## config.mk

```make
export PLATFORM = sky130hd
export DESIGN_NAME = scf_cell
export DESIGN_NICKNAME = d
export VERILOG_FILES = /design/src/rtl/scf_pkg.sv /design/src/rtl/scf_cell.sv
export SDC_FILE = /design/constraint.sdc
export NUM_CORES = 1
export LEC_CHECK = 0
export ABC_AREA = 1
export BUFFER_PORTS_ARGS = -buffer_cell sky130_fd_sc_hd__buf_2
export CAP_MARGIN = 20
export CORE_ASPECT_RATIO = 1.1
export CORE_MARGIN = 1.5
export CORE_UTILIZATION = 30
export DETAILED_ROUTE_END_ITERATION = 6
export GPL_ROUTABILITY_DRIVEN = 0
export GPL_TIMING_DRIVEN = 0
export HOLD_SLACK_MARGIN = 0.03
export PLACE_DENSITY = 0.49
export SLEW_MARGIN = 20
export SYNTH_ARGS = -nofsm -noshare
export SYNTH_HDL_FRONTEND = slang
export SYNTH_SLANG_ARGS = --single-unit
```

## constraint.sdc

```tcl
create_clock -name clk -period 7.35 [get_ports clk]
set_clock_uncertainty 0.2 [all_clocks]
set_input_delay 0 -clock clk [delete_from_list [all_inputs] [get_ports clk]]
set_output_delay 0 -clock clk [all_outputs]
set_load 0.05 [all_outputs]
```

## src/rtl/scf_pkg.sv

```systemverilog
// Shared constants, types and control structs for the strided convolution filter-sum block.
// Used by every module in rtl/; depends on nothing.
package scf_pkg;

  // Design limits.
  localparam int MAX_FILTERS = 8;
  localparam int MAX_KERNEL  = 7;
  localparam int MAX_WIDTH   = 64;
  localparam int MAX_HEIGHT  = 64;
  localparam int MAX_STRIDE  = 4;

  // Fixed field widths.
  localparam int SAMPLE_W  = 16;
  localparam int SUM_W     = 40;
  localparam int OUT_POS_W = 6;
  localparam int CFG_IDX_W  = 3;
  localparam int CFG_DATA_W = 7;

  // Derived widths.
  localparam int TAPS      = MAX_KERNEL * MAX_KERNEL;
  localparam int TAP_W     = (TAPS > 1) ? $clog2(TAPS) : 1;
  localparam int KROW_W    = (MAX_KERNEL > 1) ? $clog2(MAX_KERNEL) : 1;
  localparam int KS_W      = $clog2(MAX_KERNEL + 1);
  localparam int STR_W     = $clog2(MAX_STRIDE + 1);
  localparam int FIL_W     = (MAX_FILTERS > 1) ? $clog2(MAX_FILTERS) : 1;
  localparam int FCNT_W    = $clog2(MAX_FILTERS + 1);
  localparam int COL_W     = $clog2(MAX_WIDTH);
  localparam int ROW_W     = $clog2(MAX_HEIGHT);
  localparam int POS_W     = (COL_W > ROW_W) ? COL_W : ROW_W;
  localparam int DIM_W     = POS_W + 1;
  localparam int TAPSUM_W  = SAMPLE_W + $clog2(MAX_FILTERS) + 1;
  localparam int PROD_W    = SAMPLE_W + TAPSUM_W;
  localparam int ROW_ACC_W = PROD_W + $clog2(MAX_KERNEL) + 1;
  localparam int TOT_W     = PROD_W + $clog2(TAPS) + 1;

  // Register indexes.
  localparam logic [CFG_IDX_W-1:0] REG_KERNEL_SIZE  = 3'd0;
  localparam logic [CFG_IDX_W-1:0] REG_STRIDE_STEP  = 3'd1;
  localparam logic [CFG_IDX_W-1:0] REG_FILTER_COUNT = 3'd2;
  localparam logic [CFG_IDX_W-1:0] REG_IMAGE_WIDTH  = 3'd3;
  localparam logic [CFG_IDX_W-1:0] REG_IMAGE_HEIGHT = 3'd4;

  // Input operation codes.
  localparam logic OP_LOAD  = 1'b0;
  localparam logic OP_PIXEL = 1'b1;

  typedef enum logic [2:0] {
    ST_IDLE,
    ST_DIV,
    ST_MAC,
    ST_RED,
    ST_FINISH
  } state_t;

  // Control broadcast to every cell of the chain.
  typedef struct packed {
    logic              clear;
    logic              mac_en;
    logic              shift;
    logic [KROW_W-1:0] tap_col;
    logic [KROW_W-1:0] top_bank;
    logic [KS_W-1:0]   ksize;
  } cell_ctl_t;

  // One tap-sum update.
  typedef struct packed {
    logic                       en;
    logic [KROW_W-1:0]          row;
    logic [KROW_W-1:0]          col;
    logic signed [TAPSUM_W-1:0] value;
  } ts_wr_t;

endpackage

```

## src/rtl/scf_cell.sv

```systemverilog
// One kernel-row cell: holds that row's tap sums, accumulates its window row,
// and shifts its partial sum to the neighbor. Depends on scf_pkg.
module scf_cell (
  input  logic                                 clk,
  input  logic                                 rst,
  input  logic [scf_pkg::KROW_W-1:0]           cell_row,
  input  scf_pkg::cell_ctl_t                   ctl,
  input  scf_pkg::ts_wr_t                      ts_wr,
  input  logic signed [scf_pkg::SAMPLE_W-1:0]  bank_data [scf_pkg::MAX_KERNEL],
  input  logic signed [scf_pkg::ROW_ACC_W-1:0] acc_in,
  output logic signed [scf_pkg::ROW_ACC_W-1:0] acc_out
);

  logic signed [scf_pkg::TAPSUM_W-1:0]  ts [scf_pkg::MAX_KERNEL];
  logic signed [scf_pkg::ROW_ACC_W-1:0] acc;
  logic [scf_pkg::KROW_W:0]             bank_sum;
  logic [scf_pkg::KROW_W-1:0]           bank_sel;
  logic signed [scf_pkg::PROD_W-1:0]    product;
  logic                                 active;

  // Pick the line bank that holds this cell's window row.
  always_comb begin
    bank_sum = {1'b0, ctl.top_bank} + {1'b0, cell_row};
    if (bank_sum >= (scf_pkg::KROW_W+1)'(scf_pkg::MAX_KERNEL)) begin
      bank_sum = bank_sum - (scf_pkg::KROW_W+1)'(scf_pkg::MAX_KERNEL);
    end
    bank_sel = bank_sum[scf_pkg::KROW_W-1:0];
    product = bank_data[bank_sel] * ts[ctl.tap_col];
    active = scf_pkg::KS_W'(cell_row) < ctl.ksize;
  end

  // Tap sums of this kernel row.
  always_ff @(posedge clk) begin
    if (rst) begin
      for (int i = 0; i < scf_pkg::MAX_KERNEL; i++) ts[i] <= '0;
    end else if (ts_wr.en && ts_wr.row == cell_row) begin
      ts[ts_wr.col] <= ts_wr.value;
    end
  end

  // Row accumulator.
  always_ff @(posedge clk) begin
    if (ctl.clear) begin
      acc <= '0;
    end else if (ctl.mac_en && active) begin
      acc <= acc + scf_pkg::ROW_ACC_W'(product);
    end else if (ctl.shift) begin
      acc <= acc_in;
    end
  end

  assign acc_out = acc;

endmodule

```

### Word-level counts from Yosys, hierarchy flattened

Memories as Yosys holds them, arrays and structs flattened.
Cells that the tools add are included.

| storage, ports and cells | value |
|---|---|
| memories kept | 1 |
| register bits after elaboration | 40 |
| output and inout bits | 40 |
| input bits | 196 |
| word-level logic and storage cells | 29 |
| RAM bits | 140 |

| cells by class | value |
|---|---|
| reduce and logical (&&, ||, !) cells | 4 |
| equality and inequality tests | 1 |
| $mul | 1 |
| bitwise operators | 1 |
| add/sub/neg operators | 3 |
| $lt $le $gt $ge | 3 |
| multiplexer cells | 14 |

Memories:

| name | words | width | read ports | clocked after Yosys merged registers in | write ports | line | text |
|---|---|---|---|---|---|---|---|
| ts | 7 | 20 | 1 | 0 | 7 | scf_cell.sv:14 | `logic signed [scf_pkg::TAPSUM_W-1:0] ts [scf_pkg::MAX_KERNEL];` |

Operators with widths:

| cell | number |
|---|---|
| $mux 40 | 2 |
| $bmux 16 s3 | 1 |
| $add 40x36->40 | 1 |
| $mul 16x20->36 | 1 |
| $mux 16 | 2 |
| $mux 20 | 1 |
| $reduce_or 20->1 | 1 |
| $mux 1 | 6 |
| $mux 3 | 2 |
| $add 3x3->4 | 1 |
| $ge 4x3->1 const B | 1 |
| $ge 4x4->1 const B | 1 |
| $not 3->4 | 1 |
| $eq 3x3->1 | 1 |
| $lt 3x3->1 | 1 |
| $sub 3x3->3 const B | 1 |
| $logic_and 1x1->1 | 2 |
| $reduce_bool 2->1 | 1 |

### Logic depth before layout (Yosys ltp)

| logic depth | value |
|---|---|
| depth after elaboration | 10 |
| mapped depth | 41 |
| gate-level depth less buffers | 41 |

### Worst setup path after synthesis

Ideal clock, no wire load.

| timing | value |
|---|---|
| path kind | input port to flip-flop |
| start | in cell_row[0] (netlist name) |
| end | reg acc (netlist bit acc_out[37]) |
| buffers on the path | 1 |
| data required time | 7,080 ps |
| path slack | -41 ps |
| setup time | 70 ps |
| data arrival time | 7,120 ps |
| stages on the path | 36 |
| cell sequence | ha_1 fa_1 ha_1 nand3_4 nand2_2 nand2_1 nand2_2 buf_2 nor2_1 o221ai_1 nand2_1 nor2_1 inv_1 fa_1 inv_1 fa_1 inv_1 fa_1 inv_1 fa_1 inv_1 fa_1 fa_1 inv_1 ha_1 nand2_1 nor2_1 inv_1 nor2_1 inv_1 nor3_1 nand3_1 a31o_2 nand3_1 o211ai_1 a21oi_1 |

| between the ends | value |
|---|---|
| cells in the longest elaborated chain, start to end | 10 |
| elaborated cells between the ends (all ways) | 14 |
| those cells by class | add/sub (3); mul (1); order compare (2); mux (5); bitwise (1); reduce/logical (2) |

RTL lines:

| item | line | text |
|---|---|---|
| start, declared | scf_cell.sv:6 | `input logic [scf_pkg::KROW_W-1:0] cell_row,` |
| $add 3x3->4 | scf_cell.sv:23 | `bank_sum = {1'b0, ctl.top_bank} + {1'b0, cell_row};` |
| $ge 4x3->1 or $sub 3x3->3 (tied branches) | scf_cell.sv:24, scf_cell.sv:25 |  |
| $mux 3 | scf_cell.sv:24 | `if (bank_sum >= (scf_pkg::KROW_W+1)'(scf_pkg::MAX_KERNEL)) begin` |
| $not 3->4 (not written as such) | scf_cell.sv:28 | `product = bank_data[bank_sel] * ts[ctl.tap_col];` |
| $bmux 16 s3 | scf_cell.sv:28 |  |
| $mux 16 (not written as such) (2 in a row) | scf_cell.sv:28 |  |
| $mul 16x20->36 | scf_cell.sv:28 |  |
| $add 40x36->40 | scf_cell.sv:46 | `acc <= acc + scf_pkg::ROW_ACC_W'(product);` |
| $mux 40 | scf_cell.sv:45 | `end else if (ctl.mac_en && active) begin` |
| end signal, assigned | scf_cell.sv:46 |  |
| end signal, assigned | scf_cell.sv:48 | `acc <= acc_in;` |
| end, declared | scf_cell.sv:15 | `logic signed [scf_pkg::ROW_ACC_W-1:0] acc;` |

Several ways; a longest one is shown, not always the timed one. The select of a mux whose other input is x is not followed.
A chain may end at the register's enable or synchronous reset.

### Worst setup path after layout

| timing | value |
|---|---|
| start | in cell_row[0] (netlist name) |
| end | reg acc (netlist bit acc_out[38]) |

The elaborated chain is that of the path after synthesis.

==> metrics.cfg <==
[outcome]
status=complete, but fails checks
violations=design-rule violations, negative setup slack

[floorplan]
boundaryPins=236
num_rows=108
chipHeight_um=299.7
fp.dieArea_mm2=0.08174
coreArea_mm2=0.07905
initial_utilization_pct=30.37
die_w_um=272.7

[yosys]
synth_warnings=0
synth_top_family_by_area=adder cells
yosys.area.top_type=fa_1
synthTopCellsByCount=565 x inv_1, 521 x nand2_1, 406 x nor2_1
synth_nets=3542
synthAdderAreaFrac_pct=37.58
seq_area_frac_synth_pct=22.51
synth_area_mm2=0.02401
syn_area_per_cell_um2=8.424
yosysUniqueCellTypes=50
synthSimpleGateAreaFrac_pct=17.21
synth.top_cell.area_share_pct=31.27
postSynthCellCount=2850
ys_ff_latch=200
synth_compound_area_share_pct=10.39
synth-edff-count=140
synth.area.mux_share_pct=0
synthXorXnorAreaFrac_pct=0.7296
ys_async_sr_fraction_pct=0
yosys-top-cells-area=fa_1 31%, edfxtp_1 18%, inv_1 8.8%
yosysMostFrequentCell=inv_1
dominantRegCellSynth=edfxtp_1

[cts]
clk_path_buf_depth=2
clock-root-buffer=clkbuf_16
htreeDepth=4
clk_pin_slew_worst_paths_ps=90
clk_latency_ps=510
numCtsBuffers=17
clock_sinks=200
cts_tree=done

[detailed_routing]
via_count=20900
viasPerCell=4.776
ant_nets=0
wl_mm=85.22
drt_iter0_drc=1196
first_pass_iters=7
drc=1
wl_per_cell_um=19.48

[setup_path]
cp_slowest_cell=fa_2
critPathLaunchType=input port
r2r_cells=31
r2r_start=ts[5][11]
cp_data_arrival_time_ps=7540
cp-end-kind=register
r2r_end=acc_out[33]
critPathMaxStageDelay_ps=640
cp_common_cell=fa_1
crit_type=input port to register
rrSetupSlack_ps=110
crit_fanout=8
cp_data_required_time_ps=7510

[sta]
timing.fmax_ghz=0.1355
rsz0062_at_grt=yes
slew_viol_final=0
fin_crit_sh_pct=100.4
tightest_slew_ps=902.5
postLayoutSetupSlackWorst_ps=-31.28
slew_headroom_pct=39.68
period_needed_ps=7381
hold_viol=0
setup_viol=1

[grt]
grt_antenna_before_repair=1
grt_pass1_vias=21490
grt_max_degree=24
grt_overflow=0
grt_first_pass_wirelength_mm=130.2
grt_usage_pct=21.19

[cells_and_area]
drive_gt1_share_pct=24.74
diodes=0
final_cells=4375
fillers=8166
final_cell_area_mm2=0.03096
final_nets=4009
area_delta_synth_final_pct=28.96

[place]
placed_area_mm2=0.02651
placed_cells=4129
dpl.hpwl_mm=68.22
io_buffers=234

[hold_path]
min_path_cells=4
hp-class=input port to register
min_from=ts_wr[4]
worstHoldEndpoint=ts[4][4]

[run]
drv_cap=0

[flip-flops by register name, indices dropped and copies added (netlist names)]
register  flops
ts          160
acc_out      40
[timing repair]
action | in CTS | in global routing
hold buffers | 90 | 0
gates cloned | 4 | 2
endpoints found under the hold margin | 220 | 0
pin swaps | 89 | 200
setup buffers | 66 | 54
endpoints found under the setup margin | 27 | 29
resized for setup | 225 | 314
[critical path: cells and delay by family]
family,cells,cell delay (ps)
compound gates,2,210
fa+ha+maj,10,4320
buf+inv,11,1130
simple gates,14,1850
[layer usage]
| metal | track usage, % | wire (um) |
|---|---|---|
| met2 | 36.61 | 41760 |
| met1 | 27.73 | 36960 |
| met5 | 0 | 13 |
| met4 | 5.979 | 2115 |
| met3 | 2.636 | 4378 |
[area by class of cell]
class / instances / area, um2 / area share (%)
inverter: 588 / 2277 / 7.355
sequential: 200 / 5405 / 17.46
tap: 1045 / 1308 / 4.223
clock buffer: 17 / 425.4 / 1.374
multi-input combinational: 1956 / 17440 / 56.33
buffer: 105 / 700.7 / 2.263
timing repair buffer: 448 / 3198 / 10.33
clock inverter: 15 / 200.2 / 0.6466
timing repair inverter: 1 / 7.507 / 0.02425
[how the worst max path moves through the flow]
| stage | from | to | slack, ps | cells past startpoint |
|---|---|---|---|---|
| floorplan | cell_row[0] | acc_out[37] | 40 | 36 |
| global placement | cell_row[0] | acc_out[38] | -1780 | 35 |
| detailed placement | cell_row[0] | acc_out[38] | -1780 | 35 |
| CTS | cell_row[0] | acc_out[29] | 0.8 | 37 |
| global route | cell_row[0] | acc_out[37] | -300 | 39 |
| finish | cell_row[0] | acc_out[38] | -30 | 37 |
[cell usage in the layout (no fill, tap or decap), drive strengths merged, types with 2 or more instances in the layout]
master and instances:
inv 586, nand2 534, nor2 420, buf 415, fa 375, a21oi 159
edfxtp 140, ha 121, o21ai 109, dlygate4sd3 90, nand3 65, clkbuf 64
dfxtp 60, a32o 36, o211ai 26, o221ai 20, clkinv 14, o21bai 14
xnor2 13, a31oi 11, a21o 9, nand4 8, o21a 8, xor2 7
clkinvlp 4, nor3 4, or2 3, nor4 3, o22ai 2, nand3b 2
a311oi 2
[cells by family (layout without fill, tap and decap cells)]
family | after synthesis | count (layout)
buf+inv | 694 | 1174
simple gates | 1041 | 1041
xor+xnor | 20 | 20
compound gates | 399 | 399
fa+ha+maj | 496 | 496
flops | 200 | 200
[per-stage QoR]
| step | TNS (ps) | util (%) | hold WS [ps] | setup slack (ps) |
|---|---|---|---|---|
| 6_report | -31.28 | 39.17 | 137.6 | -31.28 |
| 2_1_floorplan | 0 | - | -47.73 | 35.14 |
| 3_5_place_dp | -34770 | 33.53 | 71.32 | -1781 |
| 5_1_grt | -2503 | 39.17 | 153.8 | -296.6 |
| 3_3_place_gp | -35440 | 33.51 | 73.24 | -1776 |
| 4_1_cts | 0 | 37.33 | 107.7 | 0.8011 |
Power is not shown: default switching activity piles up to over one toggle a cycle in this logic, so the estimate is an artifact.
