File: src/rtl/scf_pkg.sv
// Shared constants, types and control structs for the strided convolution filter-sum block.
// Used by every module in rtl/; depends on nothing.
package scf_pkg;

  // Design limits.
  localparam int MAX_FILTERS = 8;
  localparam int MAX_KERNEL  = 7;
  localparam int MAX_WIDTH   = 64;
  localparam int MAX_HEIGHT  = 64;
  localparam int MAX_STRIDE  = 4;

  // Fixed field widths.
  localparam int SAMPLE_W  = 16;
  localparam int SUM_W     = 40;
  localparam int OUT_POS_W = 6;
  localparam int CFG_IDX_W  = 3;
  localparam int CFG_DATA_W = 7;

  // Derived widths.
  localparam int TAPS      = MAX_KERNEL * MAX_KERNEL;
  localparam int TAP_W     = (TAPS > 1) ? $clog2(TAPS) : 1;
  localparam int KROW_W    = (MAX_KERNEL > 1) ? $clog2(MAX_KERNEL) : 1;
  localparam int KS_W      = $clog2(MAX_KERNEL + 1);
  localparam int STR_W     = $clog2(MAX_STRIDE + 1);
  localparam int FIL_W     = (MAX_FILTERS > 1) ? $clog2(MAX_FILTERS) : 1;
  localparam int FCNT_W    = $clog2(MAX_FILTERS + 1);
  localparam int COL_W     = $clog2(MAX_WIDTH);
  localparam int ROW_W     = $clog2(MAX_HEIGHT);
  localparam int POS_W     = (COL_W > ROW_W) ? COL_W : ROW_W;
  localparam int DIM_W     = POS_W + 1;
  localparam int TAPSUM_W  = SAMPLE_W + $clog2(MAX_FILTERS) + 1;
  localparam int PROD_W    = SAMPLE_W + TAPSUM_W;
  localparam int ROW_ACC_W = PROD_W + $clog2(MAX_KERNEL) + 1;
  localparam int TOT_W     = PROD_W + $clog2(TAPS) + 1;

  // Register indexes.
  localparam logic [CFG_IDX_W-1:0] REG_KERNEL_SIZE  = 3'd0;
  localparam logic [CFG_IDX_W-1:0] REG_STRIDE_STEP  = 3'd1;
  localparam logic [CFG_IDX_W-1:0] REG_FILTER_COUNT = 3'd2;
  localparam logic [CFG_IDX_W-1:0] REG_IMAGE_WIDTH  = 3'd3;
  localparam logic [CFG_IDX_W-1:0] REG_IMAGE_HEIGHT = 3'd4;

  // Input operation codes.
  localparam logic OP_LOAD  = 1'b0;
  localparam logic OP_PIXEL = 1'b1;

  typedef enum logic [2:0] {
    ST_IDLE,
    ST_DIV,
    ST_MAC,
    ST_RED,
    ST_FINISH
  } state_t;

  // Control broadcast to every cell of the chain.
  typedef struct packed {
    logic              clear;
    logic              mac_en;
    logic              shift;
    logic [KROW_W-1:0] tap_col;
    logic [KROW_W-1:0] top_bank;
    logic [KS_W-1:0]   ksize;
  } cell_ctl_t;

  // One tap-sum update.
  typedef struct packed {
    logic                       en;
    logic [KROW_W-1:0]          row;
    logic [KROW_W-1:0]          col;
    logic signed [TAPSUM_W-1:0] value;
  } ts_wr_t;

endpackage

File: src/rtl/scf_divider.sv
// Two-lane restoring divider by the stride, one quotient bit per cycle.
// Depends on scf_pkg.
module scf_divider (
  input  logic                      clk,
  input  logic                      rst,
  input  logic                      start,
  input  logic [scf_pkg::POS_W-1:0] dividend_a,
  input  logic [scf_pkg::POS_W-1:0] dividend_b,
  input  logic [scf_pkg::STR_W-1:0] divisor,
  output logic                      done,
  output logic [scf_pkg::POS_W-1:0] quot_a,
  output logic [scf_pkg::POS_W-1:0] quot_b,
  output logic                      rem_zero
);

  localparam int CNT_W = $clog2(scf_pkg::POS_W + 1);

  logic                      busy;
  logic [CNT_W-1:0]          cnt;
  logic [scf_pkg::STR_W-1:0] dsr;
  logic [scf_pkg::POS_W-1:0] quot [2];
  logic [scf_pkg::STR_W-1:0] rem [2];
  logic [scf_pkg::POS_W-1:0] quot_next [2];
  logic [scf_pkg::STR_W-1:0] rem_next [2];
  logic [scf_pkg::STR_W:0]   trial [2];

  // One restoring step per lane.
  always_comb begin
    for (int i = 0; i < 2; i++) begin
      trial[i] = {rem[i], quot[i][scf_pkg::POS_W-1]};
      if (trial[i] >= {1'b0, dsr}) begin
        rem_next[i] = scf_pkg::STR_W'(trial[i] - {1'b0, dsr});
        quot_next[i] = {quot[i][scf_pkg::POS_W-2:0], 1'b1};
      end else begin
        rem_next[i] = trial[i][scf_pkg::STR_W-1:0];
        quot_next[i] = {quot[i][scf_pkg::POS_W-2:0], 1'b0};
      end
    end
  end

  // Step counter and control.
  always_ff @(posedge clk) begin
    if (rst) begin
      busy <= 1'b0;
      cnt <= '0;
      done <= 1'b0;
    end else begin
      done <= 1'b0;
      if (start) begin
        busy <= 1'b1;
        cnt <= '0;
      end else if (busy) begin
        cnt <= cnt + 1'b1;
        if (cnt == CNT_W'(scf_pkg::POS_W - 1)) begin
          busy <= 1'b0;
          done <= 1'b1;
        end
      end
    end
  end

  // Datapath registers.
  always_ff @(posedge clk) begin
    if (start) begin
      dsr <= divisor;
      quot[0] <= dividend_a;
      quot[1] <= dividend_b;
      rem[0] <= '0;
      rem[1] <= '0;
    end else if (busy) begin
      for (int i = 0; i < 2; i++) begin
        quot[i] <= quot_next[i];
        rem[i] <= rem_next[i];
      end
    end
  end

  assign quot_a = quot[0];
  assign quot_b = quot[1];
  assign rem_zero = (rem[0] == '0) && (rem[1] == '0);

endmodule

File: config.mk
export PLATFORM = sky130hd
export DESIGN_NAME = scf_divider
export DESIGN_NICKNAME = d
export VERILOG_FILES = /design/src/rtl/scf_pkg.sv /design/src/rtl/scf_divider.sv
export SDC_FILE = /design/constraint.sdc
export NUM_CORES = 1
export LEC_CHECK = 0
export ABC_CLOCK_PERIOD_IN_PS = 2080
export BUFFER_PORTS_ARGS = -buffer_cell sky130_fd_sc_hd__clkbuf_2
export CORE_MARGIN = 3
export CORE_UTILIZATION = 45
export CTS_BUF_LIST = sky130_fd_sc_hd__clkbuf_4
export CTS_CLUSTER_SIZE = 8
export DETAILED_ROUTE_END_ITERATION = 7
export GPL_ROUTABILITY_DRIVEN = 0
export PLACE_DENSITY = 0.8
export SYNTH_ARGS = -nofsm -noshare
export SYNTH_HDL_FRONTEND = slang
export SYNTH_SLANG_ARGS = --single-unit
File: constraint.sdc
create_clock -name clk -period 2.08 [get_ports clk]
set_clock_uncertainty 0.2 [all_clocks]
set_input_delay 0 -clock clk [delete_from_list [all_inputs] [get_ports clk]]
set_output_delay 0 -clock clk [all_outputs]
set_load 0.01 [all_outputs]
-- Word level (Yosys, flattened, before mapping)
Memories as Yosys holds them, arrays and structs flattened.
Cells that the tools add are included.
- reductions and logical operators: 5
- $add $sub $neg: 3
- eq/ne operators: 1
- $lt $le $gt $ge: 2
- bitwise logic cells: 5
- multiplexer cells: 17
- operator list (cell ; count):
    $mux 3 ; 4
    $mux 6 ; 2
    $mux 1 ; 11
    $ge 4x3->1 ; 2
    $logic_not 3->1 ; 2
    $sub 3x3->3 ; 2
    $or 1x1->1 ; 4
    $add 3x1->3 const B ; 1
    $eq 3x3->1 const B ; 1
    $reduce_or 3->1 ; 1
    $reduce_or 2->1 ; 1
    $logic_and 1x1->1 ; 1
    $not 1->1 ; 1
- output and inout bits: 14
- bits of input ports: 18
- register bits after elaboration: 8
- logic and storage cells: 39
- bits in writable memories: 18
- memories: 2
- memories (name ; words ; bits a word ; rd ports ; clocked after memory_dff ; write ports ; RTL line ; text):
    quot ; 2 ; 6 ; 2 ; 0 ; 2 ; scf_divider.sv:21 ; logic [scf_pkg::POS_W-1:0] quot [2];
    rem ; 2 ; 3 ; 2 ; 0 ; 2 ; scf_divider.sv:22 ; logic [scf_pkg::STR_W-1:0] rem [2];

-- Logic depth before layout (Yosys ltp)
Gate-level depths: netlist of run 1.
- depth after elaboration: 4
- gate-level depth with buffers: 6
- depth with buffers taken out: 6

-- Worst setup path before layout of run 1
OpenSTA, ideal clock, no wires.
- path kind: register to register
- start point: memory quot[0][5] in the netlist's numbering
- end point: memory rem[0][0] in the netlist's numbering, data pin
- buffers on the path: 0
- setup slack: 0.118 ns
- stages on the path, launching flop included: 7
- period minus slack after synthesis: 1.962 ns
- data required time: 1.613 ns
- data arrival time: 1.495 ns
- setup time: 0.267 ns
- path through: edfxtp_1 > inv_1 > ha_1 > fa_1 > a21bo_2 > a211oi_4 > mux2i_1
- RTL lines (element ; RTL line):
    start: declaration ; scf_divider.sv:21
    end: declaration ; scf_divider.sv:22

==> metrics.md, run 1 <==
| Metric | Value |
|---|---|
| Congestion Overflow GR | `0` |
| Io pins | `32` |
| Main synth FF type | `edfxtp_1` |
| Hold WS | `0.1895 ns` |
| Vias in the first global route | `989` |
| Library cells used by synthesis | `24` |
| Final Max Tran Viols | `0` |
| Largest net degree at the start of global routing | `19` |
| Area growth syn-to-layout | `33.84%` |
| Die extent in y | `between 60 and 70 um` |
| Initial drt markers | `17` |
| Power share of the combinational group | `about a quarter` |
| Slew headroom | `70.91%` |
| Adder-Cell Fraction of Synth Area | `between 10% and 20%` |
| Net Switching | `between 0.3 and 0.4 mW` |
| Final period util | `98.30%` |
| Type of the worst setup path | `flop to flop` |
| Power Density | `706.3 nW/um2` |
| Core area | `2853 um2` |
| Non-Filler Instances | `between 150 and 200` |
| DIE WIDTH | `between 60 and 70 um` |
| Synth Area in Simple Gates | `a little under a tenth` |
| Slew @ Worst Pin | `roughly 0.44 ns` |
| Row count | `19` |
| Fin nets | `approximately 190` |
| Final setup fails | `0` |
| Per-cell routed wire length | `around 15 um` |
| Synthesis Warnings | `0` |
| Status | `complete, no violations` |
| Ys async rst share | `0%` |
| Worst setup SP type | `flop` |
| Syn Area/Cell | `roughly 14 um2` |
| Fin. Hold Viols | `0` |
| Final core utilization | `65.22%` |
| Antenna violations before repair | `0` |
| Htree depth | `1` |
| TritonCTS buffer count | `3` |
| Routed wire length | `about 2800 um` |
| Post-synthesis cell count | `slightly below 100` |
| Hold Crit Class | `input pin to flop` |
| Worst-path clk slew | `about 0.16 ns` |
| Longest Clk Path Bufs | `2` |
| Hold depth | `2` |
| Fin area | `1861 um2` |
| Placed insts | `~160` |
| Reg power frac | `approximately half` |
| Initial core utilization | `approximately half` |
| Critical Path AT | `2.03 ns` |
| Post-synth EDFFs | `21` |
| Sequential area share after synthesis | `52.57%` |
| GRT Total Usage | `between 10% and 20%` |
| Mux share of post-synthesis cell area | `~14%` |
| Via count | `around 940` |
| Max_cap viols | `0` |
| Post-layout minimum cycle time | `2.045 ns` |
| Number of diodes | `0` |
| Root buffer cell | `clkbuf_4` |
| Register bit total from synthesis | `26` |
| Smallest setup slack after layout | `roughly 0.035 ns` |
| IO buf count | `31` |
| Synth Cell Area | `approximately 1400 um2` |
| HPWL after DPL | `1981 um` |
| Pre-CTS setup slack | `between 0.03 and 0.04 ns` |
| Die area | `between 3000 and 4000 um2` |
| Synth Net Count | `approximately 130` |
| Top post-synthesis cells by area | `edfxtp_1, mux2_4, dfxtp_1` |
| Clock share of power | `a little over a quarter` |
| Peak supply drop | `between 500 and 600 uV` |
| Maximum fanout along the worst path | `4` |
| LEAKAGE | `around 0.8 nW` |
| Critical Path End Type | `flop` |
| Antenna-violating nets left | `0` |
| Share of cells above drive strength 1 | `between 40% and 50%` |
| Synth top area share | `45.36%` |
| F_max | `489.1 MHz` |
| Drt pass-1 iters | `4` |
| DRC viols | `0` |
| Largest family of logic cells by synthesized area | `multiplexers` |
| Average via count per standard cell | `a little over 5` |
| Yosys top cell by area | `edfxtp_1` |
| Worst R2R Path Depth | `6` |
| Internal power | `slightly below 1 mW` |
| CTS tree | `yes` |
| Clk_lat worst skew | `0.32 ns` |
| Clock sink count | `26` |
| RSZ-0062 raised after global routing | `yes` |
| Sw frac | `around 25%` |
| XOR/XNOR share of the synthesized area | `~2.5%` |
| TNS Setup | `0 ns` |
| Compound-cell area share of the yosys netlist | `between 6 and 7%` |
| First-pass GRT wire length | `4450 um` |
| Placement Cell Area | `1572 um2` |
| WP data required | `between 2 and 2.5 ns` |
| PnR Total Power | `between 1 and 1.5 mW` |
-- routing by layer --
layer	global-route usage [%]	wire length (um)	vias up
li1	-	-	460
met1	20.79	1171	463
met2	27.80	1516	17
met3	1.887	85	2
met4	5.152	20	0
met5	0	0	-
-- sequential cells by signal, indices dropped and copies added (netlist names) --
name,flops
quot,12
busy,1
dsr,3
cnt,3
done,1
rem,6
-- logic make-up (layout without fill, tap and decap cells) --
group,count (synthesis),after routing
adders and majority gates,10,10
muxes,16,16
and+or+nand+nor,25,25
AOI/OAI and AO/OA,8,8
buffers and inverters,10,67
xor gates and xnor gates,4,4
DFF,26,26
-- power groups by stage --
stage	registers, mW	logic, mW	clock network, mW
after detailed placement	0.659	0.259	0
after CTS	0.648	0.285	0.349
after global placement	0.658	0.242	0
after global routing	0.654	0.348	0.369
after floorplan	0.663	0.171	0
final	0.648	0.317	0.349
-- what timing repair did --
item | in CTS | in global routing
hold endpoints to repair | 23 | 0
hold buffers | 17 | 0
resized for setup | 0 | 9
pin swaps | 1 | 5
setup buffers | 0 | 4
setup endpoints to repair | 1 | 8
-- cell usage in the layout, fill, tap and decap left out, types with 5 or more instances in the layout --
master          n
buf_4           8
clkbuf_2       31
dfxtp_1         5
dlygate4sd3_1  17
edfxtp_1       21
ha_1            6
inv_1           6
mux2_4          7
mux2i_1         6
nand2_1        10
-- worst paths after layout --
path / endpoint / slack, ns / startpoint
min: dsr[0]$_DFFE_PP_ / 0.19 / divisor[0]
min reg2reg: done$_SDFF_PP0_ / 0.32 / cnt[2]$_SDFFE_PP0P_
max reg2reg: rem[0][0]$_SDFFCE_PN0P_ / 0.04 / quot[0][5]$_DFFE_PP_
max: rem[0][0]$_SDFFCE_PN0P_ / 0.04 / quot[0][5]$_DFFE_PP_
-- cell usage after synthesis (3+ instances only) --
cell type and number:
nand2b_1 4, a21oi_1 3, inv_1 7, xnor2_1 3, edfxtp_1 21, nor2_1 4
nor3_1 3, mux2_2 3, dfxtp_1 5, mux2i_1 6, nand2_1 10, mux2_4 7
ha_1 8
-- critical path: stages (launching register included) --
cell and delay [ns]:
edfxtp_1 0.42, inv_1 0.07, ha_2 0.18, fa_2 0.21
a21bo_4 0.23, a211oi_4 0.37, mux2i_1 0.23
-- cell type report --
class                   instances  area (um2)
fillers                       210       992.2
flip-flops and latches         26       730.7
multi-input cells              63       626.9
repair buffers                 56       385.4
well taps                      31       38.79
clock inverters                 1       30.03
inverters                       7       26.28
clock buffers                   3       22.52
Note: power is estimated with default switching activity, not from simulation.
==> inputs of run 2 (changes only) <==
Settings changed: ABC_AREA set to 1.
==> run 2 against run 1 <==
Effect of this change: clock power fell by 38%; worst setup slack improved by 0.12 ns; largest power group unchanged; die area fell by 2.4%; hold slack got worse by 0.0043 ns; combinational power fell by 14%; total power fell by 13%; via count rose by 15%; register-to-register slack improved by 0.12 ns; maximum frequency rose by 6.1%; synthesized area fell by 2.7%.
==> metrics.md, run 2 <==
| Metric | Value |
|---|---|
| Synthesis Warnings | `0 (unchanged)` |
| Slowest cell on crit path | `fa_1 (was edfxtp_1)` |
| Top post-synthesis cells by area | `edfxtp_1, nand2_1, dfxtp_1 (was edfxtp_1, mux2_4, dfxtp_1)` |
| Average via count per standard cell | `4.945 (was 5.037)` |
| Ys async rst share | `0% (unchanged)` |
| TritonCTS buffer count | `3 (unchanged)` |
| Type of the worst setup path | `flop to flop (unchanged)` |
| Power Density | `658.2 nW/um2 (was 706.3 nW/um2)` |
| CP top delay family | `adder cells (was compound AO/OA/AOI/OAI gates)` |
| Clock sink count | `26 (unchanged)` |
| Root buffer cell | `clkbuf_4 (unchanged)` |
| Status | `complete, no violations (unchanged)` |
| DIE WIDTH | `60.83 um (was 61.58 um)` |
| Antenna-violating nets left | `0 (unchanged)` |
| CP peak stage delay | `0.40 ns (was 0.42 ns)` |
| First-pass GRT wire length | `4422 um (was 4450 um)` |
| Most frequent cell after synthesis | `nand2_1 (was edfxtp_1)` |
| Synth Cell Area | `1353 um2 (was 1390 um2)` |
| Most frequent cells after synthesis | `nand2_1, edfxtp_1, inv_1 (was edfxtp_1, nand2_1, ha_1)` |
| Yosys top cell by area | `edfxtp_1 (unchanged)` |
| Io pins | `32 (unchanged)` |
| LEAKAGE | `0.8295 nW (was 0.7918 nW)` |
| Hold Crit Class | `input pin to flop (unchanged)` |
| Per-cell routed wire length | `12.67 um (was 14.94 um)` |
| Final period util | `92.63% (was 98.30%)` |
| Synth top area share | `46.62% (was 45.36%)` |
| Via count | `1,088 (was 942)` |
| Number of diodes | `0 (unchanged)` |
| Vias in the first global route | `1,009 (was 989)` |
| Register area | `730.7 um2 (unchanged)` |
| Largest register FFs | `12 (unchanged)` |
| Sequential area share after synthesis | `54.02% (was 52.57%)` |
| Worst-path clk slew | `0.14 ns (was 0.16 ns)` |
| CTS tree | `yes (unchanged)` |
| Bufs and invs on worst path | `1 (unchanged)` |
| Slew headroom | `72.06% (was 70.91%)` |
| Critical Path AT | `1.83 ns (was 2.03 ns)` |
| Multi-input logic area | `535.5 um2 (was 626.9 um2)` |
| Clk_lat worst skew | `0.32 ns (about the same)` |
| IO buf count | `31 (unchanged)` |
| HPWL after DPL | `1922 um (was 1981 um)` |
| Die extent in y | `60.83 um (was 61.58 um)` |
| Post-layout minimum cycle time | `1.927 ns (was 2.045 ns)` |
| Crit-path cells | `inv_1, ha_1, fa_1, nand2_1, nand2_1, a21oi_1, nor2_1 (was inv_1, ha_2, fa_2, a21bo_4, a211oi_4, mux2i_1)` |
| Max_cap viols | `0 (unchanged)` |
| F_max | `519.0 MHz (was 489.1 MHz)` |
| DRC viols | `0 (unchanged)` |
| Library cells used by synthesis | `22 (was 24)` |
| Main synth FF type | `edfxtp_1 (unchanged)` |
| Longest Clk Path Bufs | `2 (unchanged)` |
| Critical Path End Type | `flop (unchanged)` |
| Register bit total from synthesis | `26 (unchanged)` |
| Routed wire length | `2787 um (was 2793 um)` |
| Row count | `19 (unchanged)` |
| Smallest setup slack after layout | `0.1534 ns (was 0.03534 ns)` |
| Final Max Tran Viols | `0 (unchanged)` |
| Slew @ Worst Pin | `0.4175 ns (was 0.4363 ns)` |
| Congestion Overflow GR | `0 (unchanged)` |
| Final setup fails | `0 (unchanged)` |
| Setup bufs post-CTS | `0 (unchanged)` |
| CP most frequent cell | `nand2_1` |
| Core area | `2805 um2 (was 2853 um2)` |
| Die area | `3700 um2 (was 3792 um2)` |
| Maximum fanout along the worst path | `7 (was 4)` |
| Post-synthesis cell count | `138 (was 99)` |
| Initial core utilization | `48.22% (was 48.73%)` |
| RSZ-0062 raised after global routing | `no (was yes)` |
| Initial drt markers | `78 (was 17)` |
| Share of cells above drive strength 1 | `21.16% (was 42.31%)` |
| Post-synth EDFFs | `21 (unchanged)` |
| Commonest cells after routing, fill and taps aside | `nand2_1, clkbuf_2, edfxtp_1 (was clkbuf_2, edfxtp_1, dlygate4sd3_1)` |
| Top flop regs | `quot: 12 flops, rem: 6 flops (unchanged)` |
| Syn Area/Cell | `9.801 um2 (was 14.04 um2)` |
| Most flop-heavy register | `quot (unchanged)` |
| Htree depth | `1 (unchanged)` |
| Antenna violations before repair | `0 (unchanged)` |
| Pre-CTS setup slack | `0.1532 ns (was 0.03096 ns)` |
| TNS Setup | `0 ns (unchanged)` |
| Fin. Hold Viols | `0 (unchanged)` |
| Area growth syn-to-layout | `27.84% (was 33.84%)` |
| GRT Total Usage | `16.02% (was 16.04%)` |
| Worst setup SP type | `flop (unchanged)` |
| Most common cell after layout, fill and taps aside | `nand2_1 (was clkbuf_2)` |
| Synth Net Count | `166 (was 127)` |
| Largest net degree at the start of global routing | `24 (was 19)` |
| Fin nets | `218 (was 185)` |
| Drt pass-1 iters | `4 (unchanged)` |
| WP data required | `1.98 ns (was 2.07 ns)` |
| Peak supply drop | `588.7 uV (was 582.9 uV)` |
| Fillers | `229 (was 210)` |
[run 2: cell count changes after synthesis, moves of 3 or more]
cell	delta
nor2_1	+7
a21oi_1	+3
mux2_2	-3
nand3_1	+8
mux2i_1	-6
inv_1	+5
nand2_1	+37
mux2_4	-7
nand2b_1	-4
[run 2: area by class of cell]
type / instances / share of cell area, %
clock inverter: 1 / 0.2171
tap: 31 / 2.243
inverter: 14 / 3.184
timing repair buffer: 50 / 19.83
clock buffer: 3 / 1.302
sequential: 26 / 42.26
multi-input combinational: 95 / 30.97
[run 2: routing by layer]
| metal | wire length [um] | part of all wire [%] | track usage, % |
|---|---|---|---|
| met5 | 0 | 0 | 0 |
| met1 | 1149 | 41 | 19.25 |
| met2 | 1503 | 54 | 28.70 |
| met3 | 94 | 3.4 | 4.681 |
| met4 | 40 | 1.4 | 2.786 |
[run 2: timing repair]
| item | 4_1_cts | 5_1_grt |
|---|---|---|
| hold buffers | 18 | 0 |
| setup endpoints to repair | 0 | 1 |
| resized for setup | 0 | 1 |
| endpoints found under the hold margin | 23 | 0 |
[run 2: final timing paths]
kind                            slack, ns                   from                       to  depth (start not counted)
worst max register to register       0.15  quot[0][11]$_DFFE_PP_  rem[0][4]$_SDFFCE_PN0P_                          7
worst min-delay path                 0.19             divisor[2]         dsr[2]$_DFFE_PP_                          2
worst min register to register       0.31    cnt[2]$_SDFFE_PP0P_          done$_SDFF_PP0_                          2
worst max-delay path                 0.15  quot[0][11]$_DFFE_PP_  rem[0][4]$_SDFFCE_PN0P_                          7
[run 2: cell families (layout without fill, tap and decap cells)]
family	count (synthesis)	count (layout)	share of synthesized area, %
buf+inv	17	68	6.568
xor+xnor	3	3	1.943
compound gates	9	9	3.700
fa+ha+maj	10	10	10.36
simple gates	73	73	23.40
flops	26	26	54.02
[run 2: power by group]
| group | internal, mW | switching, mW |
|---|---|---|
| Combinational | 0.120 | 0.153 |
| Clock | 0.0704 | 0.148 |
| Sequential | 0.616 | 0.0309 |
[run 2: metrics by stage]
stage	power (mW)	cells	area [um2]	utilization [%]	hold WS (ns)
6_report	1.138	220	1729	61.64	0.1852
5_1_grt	1.204	220	1729	61.64	0.1720
4_1_cts	1.136	220	1727	61.55	0.1814
3_5_place_dp	0.8998	198	1520	54.19	-0.02149
3_3_place_gp	0.8871	198	1520	54.19	-0.02910
2_1_floorplan	0.8229	138	1353	-	-0.1309
